--- config.mk ---
export PLATFORM = sky130hd
export DESIGN_NAME = servo_frame_sync_scheduler
export DESIGN_NICKNAME = d
export VERILOG_FILES = /design/src/rtl/sfs_pkg.sv /design/src/rtl/servo_frame_sync_scheduler.sv
export SDC_FILE = /design/constraint.sdc
export NUM_CORES = 1
export LEC_CHECK = 0
export ABC_AREA = 1
export ABC_CLOCK_PERIOD_IN_PS = 8300
export BUFFER_PORTS_ARGS = -buffer_cell sky130_fd_sc_hd__buf_2
export CAP_MARGIN = 10
export CORE_UTILIZATION = 64
export CTS_CLUSTER_SIZE = 16
export DETAILED_ROUTE_END_ITERATION = 7
export PLACE_DENSITY = 0.87
export SKIP_LAST_GASP = 1
export SYNTH_ARGS = -nofsm -noshare
export SYNTH_HDL_FRONTEND = slang
export SYNTH_SLANG_ARGS = --single-unit
export TNS_END_PERCENT = 30
--- constraint.sdc ---
create_clock -name clock -period 8.3 [get_ports clock]
set_input_delay 1.245 -clock clock [delete_from_list [all_inputs] [get_ports clock]]
set_output_delay 1.245 -clock clock [all_outputs]
set_load 0.03 [all_outputs]
--- src/rtl/sfs_pkg.sv ---
// ----------------------------------------------------------------------------
// sfs_pkg
// Shared types and constants for the servo frame sync scheduler.
// ----------------------------------------------------------------------------
package sfs_pkg;

   // widths of the counters and inputs
   localparam int unsigned SlowW  = 8;
   localparam int unsigned FastW  = 16;
   localparam int unsigned CntW   = 16;
   localparam int unsigned RcCntW = 17;

   // configuration register indexes
   typedef enum logic [2:0] {
      REG_HIGH_RATE_MODE   = 3'd0,
      REG_OVERDUE_LIMIT    = 3'd1,
      REG_SLOW_RC_LIMIT    = 3'd2,
      REG_LOW_RATE_PERIOD  = 3'd3,
      REG_HIGH_RATE_PERIOD = 3'd4
   } reg_index_type;

   // register values after reset
   localparam logic [CntW-1:0]   OverdueLimitRst   = 16'd9765;
   localparam logic [RcCntW-1:0] SlowRcLimitRst    = 17'd41667;
   localparam logic [CntW-1:0]   LowRatePeriodRst  = 16'd390;
   localparam logic [CntW-1:0]   HighRatePeriodRst = 16'd65;

   // result of one loop pass
   typedef struct packed {
      logic signal_lost;
      logic synced;
      logic emit_frame;
   } result_type;

endpackage

--- src/rtl/servo_frame_sync_scheduler.sv ---
// ----------------------------------------------------------------------------
// servo_frame_sync_scheduler
// Per control-loop pass, decides whether a servo frame goes out, synced to
// the RC frame or free-running on signal loss, and flags loss of signal.
// ----------------------------------------------------------------------------
// One pass is taken per clock cycle. The tick counters and flags update at the
// edge that accepts a pass, and the result of that pass sits in an output
// register from that same edge on; a new pass is accepted whenever that register is
// empty or is being emptied in the same cycle, so a stalled result holds the
// input side for as long as it waits.
module servo_frame_sync_scheduler
   import sfs_pkg::*;
(
   input  logic        clock,
   input  logic        reset,
   // pass input
   input  logic        req_tvalid,
   output logic        req_tready,
   input  logic [31:0] req_tdata,   // [7:0] slow_ticks, [23:8] fast_ticks, [24] rc_frame
   // pass result
   output logic        rsp_tvalid,
   input  logic        rsp_tready,
   output logic [7:0]  rsp_tdata,   // [0] emit_frame, [1] synced, [2] signal_lost
   // configuration
   input  logic        csr_psel,
   input  logic        csr_penable,
   input  logic        csr_pwrite,
   input  logic [4:0]  csr_paddr,
   input  logic [31:0] csr_pwdata,
   output logic [31:0] csr_prdata,
   output logic        csr_pready
);

   // configuration registers
   logic              high_rate_mode_ff;
   logic [CntW-1:0]   overdue_limit_ff;
   logic [RcCntW-1:0] slow_rc_limit_ff;
   logic [CntW-1:0]   low_rate_period_ff;
   logic [CntW-1:0]   high_rate_period_ff;

   // loop state
   logic              frame_pending_ff,  frame_pending_in;
   logic [RcCntW-1:0] rc_period_ff,      rc_period_in;
   logic [CntW-1:0]   servo_rate_ff,     servo_rate_in;
   logic [CntW-1:0]   timeout_ff,        timeout_in;
   logic              overdue_ff,        overdue_in;
   logic              servo_tick_ff,     servo_tick_in;
   logic              slow_rc_ff,        slow_rc_in;

   // output register
   logic              rsp_valid_ff,      rsp_valid_in;
   result_type        rsp_data_ff;
   result_type        result;

   // input fields
   logic [SlowW-1:0]  slow_ticks;
   logic [FastW-1:0]  fast_ticks;
   logic              rc_frame;
   logic              req_xfer;
   logic              csr_write;
   reg_index_type     csr_index;

   assign slow_ticks = req_tdata[SlowW-1:0];
   assign fast_ticks = req_tdata[SlowW +: FastW];
   assign rc_frame   = req_tdata[SlowW+FastW];

   assign req_tready = !rsp_valid_ff || rsp_tready;
   assign req_xfer   = req_tvalid && req_tready;

   // configuration write and readback
   assign csr_pready = 1'b1;
   assign csr_write  = csr_psel && csr_penable && csr_pwrite;
   assign csr_index  = reg_index_type'(csr_paddr[4:2]);

   always_ff @(posedge clock) begin
      if (reset) begin
         high_rate_mode_ff   <= 1'b0;
         overdue_limit_ff    <= OverdueLimitRst;
         slow_rc_limit_ff    <= SlowRcLimitRst;
         low_rate_period_ff  <= LowRatePeriodRst;
         high_rate_period_ff <= HighRatePeriodRst;
      end else if (csr_write) begin
         case (csr_index)
            REG_HIGH_RATE_MODE:   high_rate_mode_ff   <= csr_pwdata[0];
            REG_OVERDUE_LIMIT:    overdue_limit_ff    <= csr_pwdata[CntW-1:0];
            REG_SLOW_RC_LIMIT:    slow_rc_limit_ff    <= csr_pwdata[RcCntW-1:0];
            REG_LOW_RATE_PERIOD:  low_rate_period_ff  <= csr_pwdata[CntW-1:0];
            REG_HIGH_RATE_PERIOD: high_rate_period_ff <= csr_pwdata[CntW-1:0];
            default: ;
         endcase
      end
   end

   always_comb begin
      case (csr_index)
         REG_HIGH_RATE_MODE:   csr_prdata = {31'd0, high_rate_mode_ff};
         REG_OVERDUE_LIMIT:    csr_prdata = {16'd0, overdue_limit_ff};
         REG_SLOW_RC_LIMIT:    csr_prdata = {15'd0, slow_rc_limit_ff};
         REG_LOW_RATE_PERIOD:  csr_prdata = {16'd0, low_rate_period_ff};
         REG_HIGH_RATE_PERIOD: csr_prdata = {16'd0, high_rate_period_ff};
         default:              csr_prdata = 32'd0;
      endcase
   end

   // one loop pass
   always_comb begin
      logic              pend;
      logic [RcCntW:0]   rc_sum;
      logic [CntW:0]     sr_sum;
      logic [CntW:0]     to_sum;
      logic [RcCntW-1:0] rc_cnt;
      logic [CntW-1:0]   sr_cnt;
      logic [CntW-1:0]   to_cnt;
      logic              ovd;
      logic              slow;
      logic              tick;
      logic [CntW-1:0]   period;

      pend   = frame_pending_ff || rc_frame;

      // saturating counter advance
      rc_sum = {1'b0, rc_period_ff} + {{(RcCntW+1-FastW){1'b0}}, fast_ticks};
      sr_sum = {1'b0, servo_rate_ff} + {{(CntW+1-SlowW){1'b0}}, slow_ticks};
      to_sum = {1'b0, timeout_ff} + {{(CntW+1-SlowW){1'b0}}, slow_ticks};
      rc_cnt = rc_sum[RcCntW] ? {RcCntW{1'b1}} : rc_sum[RcCntW-1:0];
      sr_cnt = sr_sum[CntW]   ? {CntW{1'b1}}   : sr_sum[CntW-1:0];
      to_cnt = to_sum[CntW]   ? {CntW{1'b1}}   : to_sum[CntW-1:0];

      ovd    = overdue_ff || (to_cnt > overdue_limit_ff);
      slow   = slow_rc_ff;

      // a pending frame proves the signal is alive
      if (pend) begin
         to_cnt = '0;
         ovd    = 1'b0;
         slow   = rc_cnt > slow_rc_limit_ff;
         rc_cnt = '0;
      end

      // servo rate tick
      period = high_rate_mode_ff ? high_rate_period_ff : low_rate_period_ff;
      tick   = servo_tick_ff;
      if (sr_cnt > period) begin
         tick   = 1'b1;
         sr_cnt = '0;
         // fast rc in normal mode: drop the frame to resync
         if (!high_rate_mode_ff && !slow) begin
            pend = 1'b0;
         end
      end

      // emission decision
      result = '0;
      if (pend && (slow || tick || high_rate_mode_ff)) begin
         pend              = 1'b0;
         tick              = 1'b0;
         sr_cnt            = '0;
         result.emit_frame = 1'b1;
         result.synced     = 1'b1;
      end else if (ovd && tick) begin
         tick              = 1'b0;
         sr_cnt            = '0;
         result.emit_frame = 1'b1;
      end
      result.signal_lost = ovd;

      frame_pending_in = pend;
      rc_period_in     = rc_cnt;
      servo_rate_in    = sr_cnt;
      timeout_in       = to_cnt;
      overdue_in       = ovd;
      servo_tick_in    = tick;
      slow_rc_in       = slow;
   end

   // state update on each accepted pass
   always_ff @(posedge clock) begin
      if (reset) begin
         frame_pending_ff <= 1'b0;
         rc_period_ff     <= '0;
         servo_rate_ff    <= '0;
         timeout_ff       <= '0;
         overdue_ff       <= 1'b0;
         servo_tick_ff    <= 1'b0;
         slow_rc_ff       <= 1'b0;
      end else if (req_xfer) begin
         frame_pending_ff <= frame_pending_in;
         rc_period_ff     <= rc_period_in;
         servo_rate_ff    <= servo_rate_in;
         timeout_ff       <= timeout_in;
         overdue_ff       <= overdue_in;
         servo_tick_ff    <= servo_tick_in;
         slow_rc_ff       <= slow_rc_in;
      end
   end

   // result register
   always_comb begin
      rsp_valid_in = rsp_valid_ff;
      if (req_xfer) begin
         rsp_valid_in = 1'b1;
      end else if (rsp_tready) begin
         rsp_valid_in = 1'b0;
      end
   end

   always_ff @(posedge clock) begin
      if (reset) begin
         rsp_valid_ff <= 1'b0;
      end else begin
         rsp_valid_ff <= rsp_valid_in;
      end
   end

   always_ff @(posedge clock) begin
      if (req_xfer) begin
         rsp_data_ff <= result;
      end
   end

   assign rsp_tvalid = rsp_valid_ff;
   assign rsp_tdata  = {5'd0, rsp_data_ff};

endmodule
# --- After elaboration in Yosys (flattened, before gate mapping) ---
# Index checks and enable logic that the tools add are counted.
word_totals:
  ff_bits: 123
  input_bits: 76
  output_inout_bits: 43
classes:
  add_sub_neg: 3
  order_cmp: 3
  eq_ne: 4
  muxes: 22
  n_reduce_logical: 21
op_table:
  columns: ["cell", "n"]
  rows:
  - ["2-to-1 mux 16 bit", 7]
  - ["case mux 17 bit (5 select lines)", 1]
  - ["adder 16 x 8 -> 17 bit", 2]
  - ["2-to-1 mux 17 bit", 2]
  - ["greater-than comparator 16 bit", 2]
  - ["adder 17 x 16 -> 18 bit", 1]
  - ["greater-than comparator 17 bit", 1]
  - ["2-to-1 mux 1 bit", 12]
  - ["AND reduction 2 bit", 5]
  - ["== test 3 x 2 -> 1 bit, second input constant", 2]
  - ["logical AND 1 bit", 6]
  - ["logical OR 1 bit", 5]
  - ["== test 3 x 1 -> 1 bit, second input constant", 1]
  - ["== test 3 bit, second input constant", 1]
  - ["zero test 1 bit", 3]
  - ["zero test 3 bit", 1]
  - ["nonzero test 2 bit", 1]

# --- Depth between registers and ports, before layout ---
logic_depth:
  depth_word: 10
  mapped_depth: 29
  depth_no_buf: 28

# --- Worst setup path before layout ---
# No wires, ideal clock.
synth_path:
  path_kind: "input-to-reg"
  start: "input port req_tdata[0]"
  end: "register rsp_data_ff (netlist bit rsp_tdata[0]), data pin"
  setup_time_ns: 0.255
  t_arrival_ns: 3.958
  required_time_ns: 8.045
  setup_slack_ns: 4.087
  path_stages: 25
  n_path_buf: 1
  cell_sequence: "ha_1 fa_1 nand3_1 nand3_1 nand3_1 nand2_2 nand3_2 inv_2 or2_2 ha_1 nand2_1 nand2_1 nand2_1 nand2_1 nand2_1 nand2_1 nand2_1 nand2_1 nand2_1 nand2_2 nor2_2 nand2_2 nand2_8 buf_8 nand2_1"
synth_between:
  elab_chain_cells: 7
synth_rtl:
  columns: ["element", "line", "rtl"]
  rows:
  - ["from (decl)", "servo_frame_sync_scheduler.sv:19", "input logic [31:0] req_tdata,"]
  - ["adder 16 x 8 -> 17 bit, on equally long branches", "servo_frame_sync_scheduler.sv:124, servo_frame_sync_scheduler.sv:123", null]
  - ["2-to-1 mux 16 bit, on equally long branches", "servo_frame_sync_scheduler.sv:127, servo_frame_sync_scheduler.sv:126", null]
  - ["greater-than comparator 16 bit, on equally long branches", "servo_frame_sync_scheduler.sv:129, servo_frame_sync_scheduler.sv:143", null]
  - ["logical OR 1 bit / 2-to-1 mux 1 bit (equally long branches)", "servo_frame_sync_scheduler.sv:129, servo_frame_sync_scheduler.sv:143", null]
  - ["2-to-1 mux 1 bit / logical OR 1 bit (equally long branches)", "servo_frame_sync_scheduler.sv:133, servo_frame_sync_scheduler.sv:154", null]
  - ["logical AND 1 bit / logical OR 1 bit (equally long branches)", "servo_frame_sync_scheduler.sv:160, servo_frame_sync_scheduler.sv:154", null]
  - ["2-to-1 mux 1 bit / logical AND 1 bit (equally long branches)", "servo_frame_sync_scheduler.sv:160, servo_frame_sync_scheduler.sv:154", null]
  - ["to (signal assigned)", "servo_frame_sync_scheduler.sv:217", "rsp_data_ff <= result;"]
  - ["to (decl)", "servo_frame_sync_scheduler.sv:52", "result_type rsp_data_ff;"]
# Parallel ways exist; a longest one is shown, timed or not.
# A chain may end at the register's enable or synchronous reset.

# --- Worst setup path in the final report ---
layout_path:
  start: "input port req_tdata[20]"
  end: "register servo_rate_ff[0]"
layout_between:
  elab_chain_cells: 10
layout_rtl:
  columns: ["element", "line", "rtl"]
  rows:
  - ["adder 17 x 16 -> 18 bit *", "servo_frame_sync_scheduler.sv:122", "rc_sum = {1'b0, rc_period_ff} + {{(RcCntW+1-FastW){1'b0}}, fast_ticks};"]
  - ["2-to-1 mux 17 bit *", "servo_frame_sync_scheduler.sv:125", "rc_cnt = rc_sum[RcCntW] ? {RcCntW{1'b1}} : rc_sum[RcCntW-1:0];"]
  - ["greater-than comparator 17 bit *", "servo_frame_sync_scheduler.sv:136", "slow = rc_cnt > slow_rc_limit_ff;"]
  - ["2-to-1 mux 1 bit *", "servo_frame_sync_scheduler.sv:133", "if (pend) begin"]
  - ["zero test 1 bit", "servo_frame_sync_scheduler.sv:147", "if (!high_rate_mode_ff && !slow) begin"]
  - ["logical AND 1 bit", "servo_frame_sync_scheduler.sv:147", null]
  - ["2-to-1 mux 1 bit", "servo_frame_sync_scheduler.sv:147", null]
  - ["2-to-1 mux 1 bit", "servo_frame_sync_scheduler.sv:143", "if (sr_cnt > period) begin"]
  - ["logical AND 1 bit *", "servo_frame_sync_scheduler.sv:154", "if (pend && (slow || tick || high_rate_mode_ff)) begin"]
  - ["2-to-1 mux 16 bit *", "servo_frame_sync_scheduler.sv:154", null]
  - ["to (signal assigned)", "servo_frame_sync_scheduler.sv:189", "servo_rate_ff <= servo_rate_in;"]
  - ["to (decl)", "servo_frame_sync_scheduler.sv:44", "logic [CntW-1:0] servo_rate_ff, servo_rate_in;"]
# Every way passes the cells marked *; elsewhere a longest branch is shown, timed or not.

==> results by group <==
Critical path
  • CP Launch Type: input port
  • CP cell instances: buf_2 > ha_1 > a21oi_1 > o21ai_0 > a21oi_1 > nand3_2 > inv_2 > nand3_1 > ha_1 > nand2_1 > inv_2 > nand2_2 > nor2_4 > inv_2 > a21oi_1 > nor2_1 > nor2_2 > nor2_2 > nor2_4 > nand2_8 > nand3_1 > a21oi_1
  • Crit path top cell by count: a21oi_1
  • R2R Setup Slk: 4.15 ns
  • Worst Setup End Kind: flip-flop
  • Type of the worst setup path: in2reg
  • Largest stage delay, worst path: 0.46 ns
  • Worst EP required: 8.56 ns
  • WP data arrival: 5.02 ns
  • Max FO, Critical Path: 18
  • Critical-path top delay cell: inv_2

Placed design
  • Pre-CTS WS: 3.27 ns
  • I/O Buffers: 73
  • DP HPWL: 17000 µm
  • Placer congestion estimate: 0.928

CTS
  • # Post-CTS Setup Buffers: 0
  • # hold bufs at CTS: 0
  • CTS tree: done
  • CTS Buf Count: 17
  • Clock tree sinks: 123
  • H-tree levels: 4
  • Worst-path clk slew: 0.05 ns
  • Max clock buf depth: 2
  • Root Buffer: clkbuf_16
  • Post-CTS Resized: 0
  • Skew-Pair Late Insertion Delay: 0.43 ns

Pwr
  • Leak Pwr: 4.43 nW
  • VDD IR max: 0.000193 V
  • P_sw: 0.552 mW
  • Register share of total power: 0.363
  • Net Sw Frac: 0.320
  • Clk pwr share: 0.408
  • Pwr dens: 178 nW/µm²
  • P_int: 1.17 mW
  • Combinational cell fraction of total power: 0.229

Yosys
  • Sequential fraction of the synthesis area: 0.283
  • Synth Warn #: 0
  • Synthesized instance count: 1279
  • Syn Std Cell Area: 8820 µm²
  • Syn_area_per_cell: 6.89 µm²
  • Synth top area share: 0.272
  • Netlist cell types: 53
  • Synth area leaders: dfxtp_1 27%, nand2_1 14%, ha_1 11%
  • FF+latch count, synth: 123
  • Top cell type by total area after synthesis: dfxtp_1

Floorplanning
  • Core region area: 13300 µm²
  • Rows: 42
  • I/O pin count: 119
  • Initial core utilization: 0.660
  • Die H: 119 µm
  • Width of the die: 119 µm
  • Total die area: 14200 µm²

STA
  • Post-route setup TNS: 0 ns
  • Worst Hold Slack: 0.470 ns
  • Final worst slack: 3.54 ns
  • Fmax: 0.210 GHz
  • # setup viols final: 0
  • Endpoints failing hold: 0
  • Min Tclk post-route: 4.76 ns
  • RSZ-0062 raised after global routing: no
  • Final period util: 0.574
  • Slew Limit Fails: 0
  • Worst rel slew slack: 0.235
  • Worst-margin pin slew: 1.15 ns
  • Clock skew: 0.0112 ns

Global routing
  • First-pass GRT wire length: 38900 µm
  • Vias in the first global route: 8061
  • Pin count of the biggest net entering global routing: 66
  • Global Route Usage Sum: 0.344
  • Grt ovf: 0
  • Initial antenna violation count: 0

Finish
  • Fillers: 1079
  • Synth-to-layout area growth: 9.98%
  • Most frequent cells in the layout: 330 x nand2_1, 123 x inv_1, 120 x dfxtp_1, 118 x a21oi_1, 85 x o21ai_0
  • # diodes: 0
  • Commonest non-fill, non-tap cell in the layout: nand2_1
  • Final core occ: 0.726
  • Layout cells sized above 1: 0.151
  • # nets final: 1489

Drt
  • DR pass1 iterations: 5
  • Remaining DRCs: 0
  • Wirelength per Cell: 15.7 µm
  • DR iter-0 viols: 865
  • DR vias/cell: 5.78
  • Vias: 8768
  • ANT nets after route: 0
  • Post-Route WL: 23800 µm

Run status
  • Status: completed

Min path
  • HP Class: reg2reg

Flow run
  • Max_cap viols: 0
## Yosys cell counts, drive strengths merged
master / n
o21bai: 2
clkbuf: 33
or2: 15
o22ai: 1
inv: 142
o21ai: 96
a221oi: 1
a31oi: 1
buf: 34
xor2: 8
nand2: 346
o2111ai: 15
a21o: 8
nand3: 81
and2: 1
conb: 2
a21boi: 2
clkinv: 2
nor4: 2
and3: 1
xnor2: 8
o211ai: 14
edfxtp: 3
fa: 3
a21oi: 138
nand4: 19
dfxtp: 120
ha: 81
nor2: 87
nand3b: 1
o21a: 1
nor3: 11
## kinds of logic after synthesis
kind of cell             Yosys count  share of synthesized area
adder cells (fa/ha/maj)           84                      0.122
AND/OR/NAND/NOR                  564                      0.291
XOR/XNOR                          16                     0.0159
other                              2                   0.000852
AO/OA/AOI/OAI                    279                      0.183
buffers and inverters            211                      0.104
flip-flops                       123                      0.283
## per-layer routing
metal  up-vias  part of all wire  GRT usage
li1       4303                 -          -
met1      4042              0.42      0.427
met2       349              0.47      0.577
met3        74             0.074     0.0647
met4         0             0.037      0.157
met5         -                 0          0
## final timing paths
path	from	to	cells after the start
setup reg to reg	rc_period_ff[12]	servo_rate_ff[0]	21
hold / removal	rc_period_ff[11]	rc_period_ff[11]	2
hold reg to reg	rc_period_ff[11]	rc_period_ff[11]	2
setup / recovery	req_tdata[20]	servo_rate_ff[0]	22
## final cells by class
| class | count | area [µm²] | share of cell area |
|---|---|---|---|
| multi-input cells | 964 | 5480 | 0.565 |
| flip-flops and latches | 123 | 2490 | 0.257 |
| inverters | 144 | 541 | 0.0557 |
| clock buffers | 21 | 460 | 0.0475 |
| repair buffers | 79 | 410 | 0.0423 |
| well taps | 176 | 220 | 0.0227 |
| clock inverters | 10 | 93.8 | 0.00968 |
## sequential cells by signal (all words and copies together), names as in the netlist, 3 cells and up
signal and cells:
servo_rate_ff 16, rsp_tdata 3, high_rate_period_ff 16, timeout_ff 16, overdue_limit_ff 16, rc_period_ff 17
slow_rc_limit_ff 17, low_rate_period_ff 16
## worst max-delay path: cells and delay by family
kind / cells / cell delay (ns)
buffers and inverters: 4 / 0.66
adders and majority gates: 2 / 0.76
and+or+nand+nor: 11 / 1.47
AOI/OAI and AO/OA: 5 / 0.88
## power groups by stage
stage          clock network, mW  registers, mW  logic [mW]
6_report                   0.703          0.626       0.395
3_5_place_dp                   0          0.638       0.383
5_1_grt                    0.731          0.628       0.442
4_1_cts                    0.704          0.625       0.389
3_3_place_gp                   0          0.637       0.374
2_1_floorplan                  0          0.639       0.303
## metrics by stage
step / power [mW] / instances / area, µm²
finish: 1.72 / 1517 / 9700
global route: 1.80 / 1517 / 9700
CTS: 1.72 / 1517 / 9700
detailed placement: 1.02 / 1486 / 9140
global placement: 1.01 / 1486 / 9140
floorplan: 0.942 / 1298 / 8890
(Power assumes the default switching activity.)
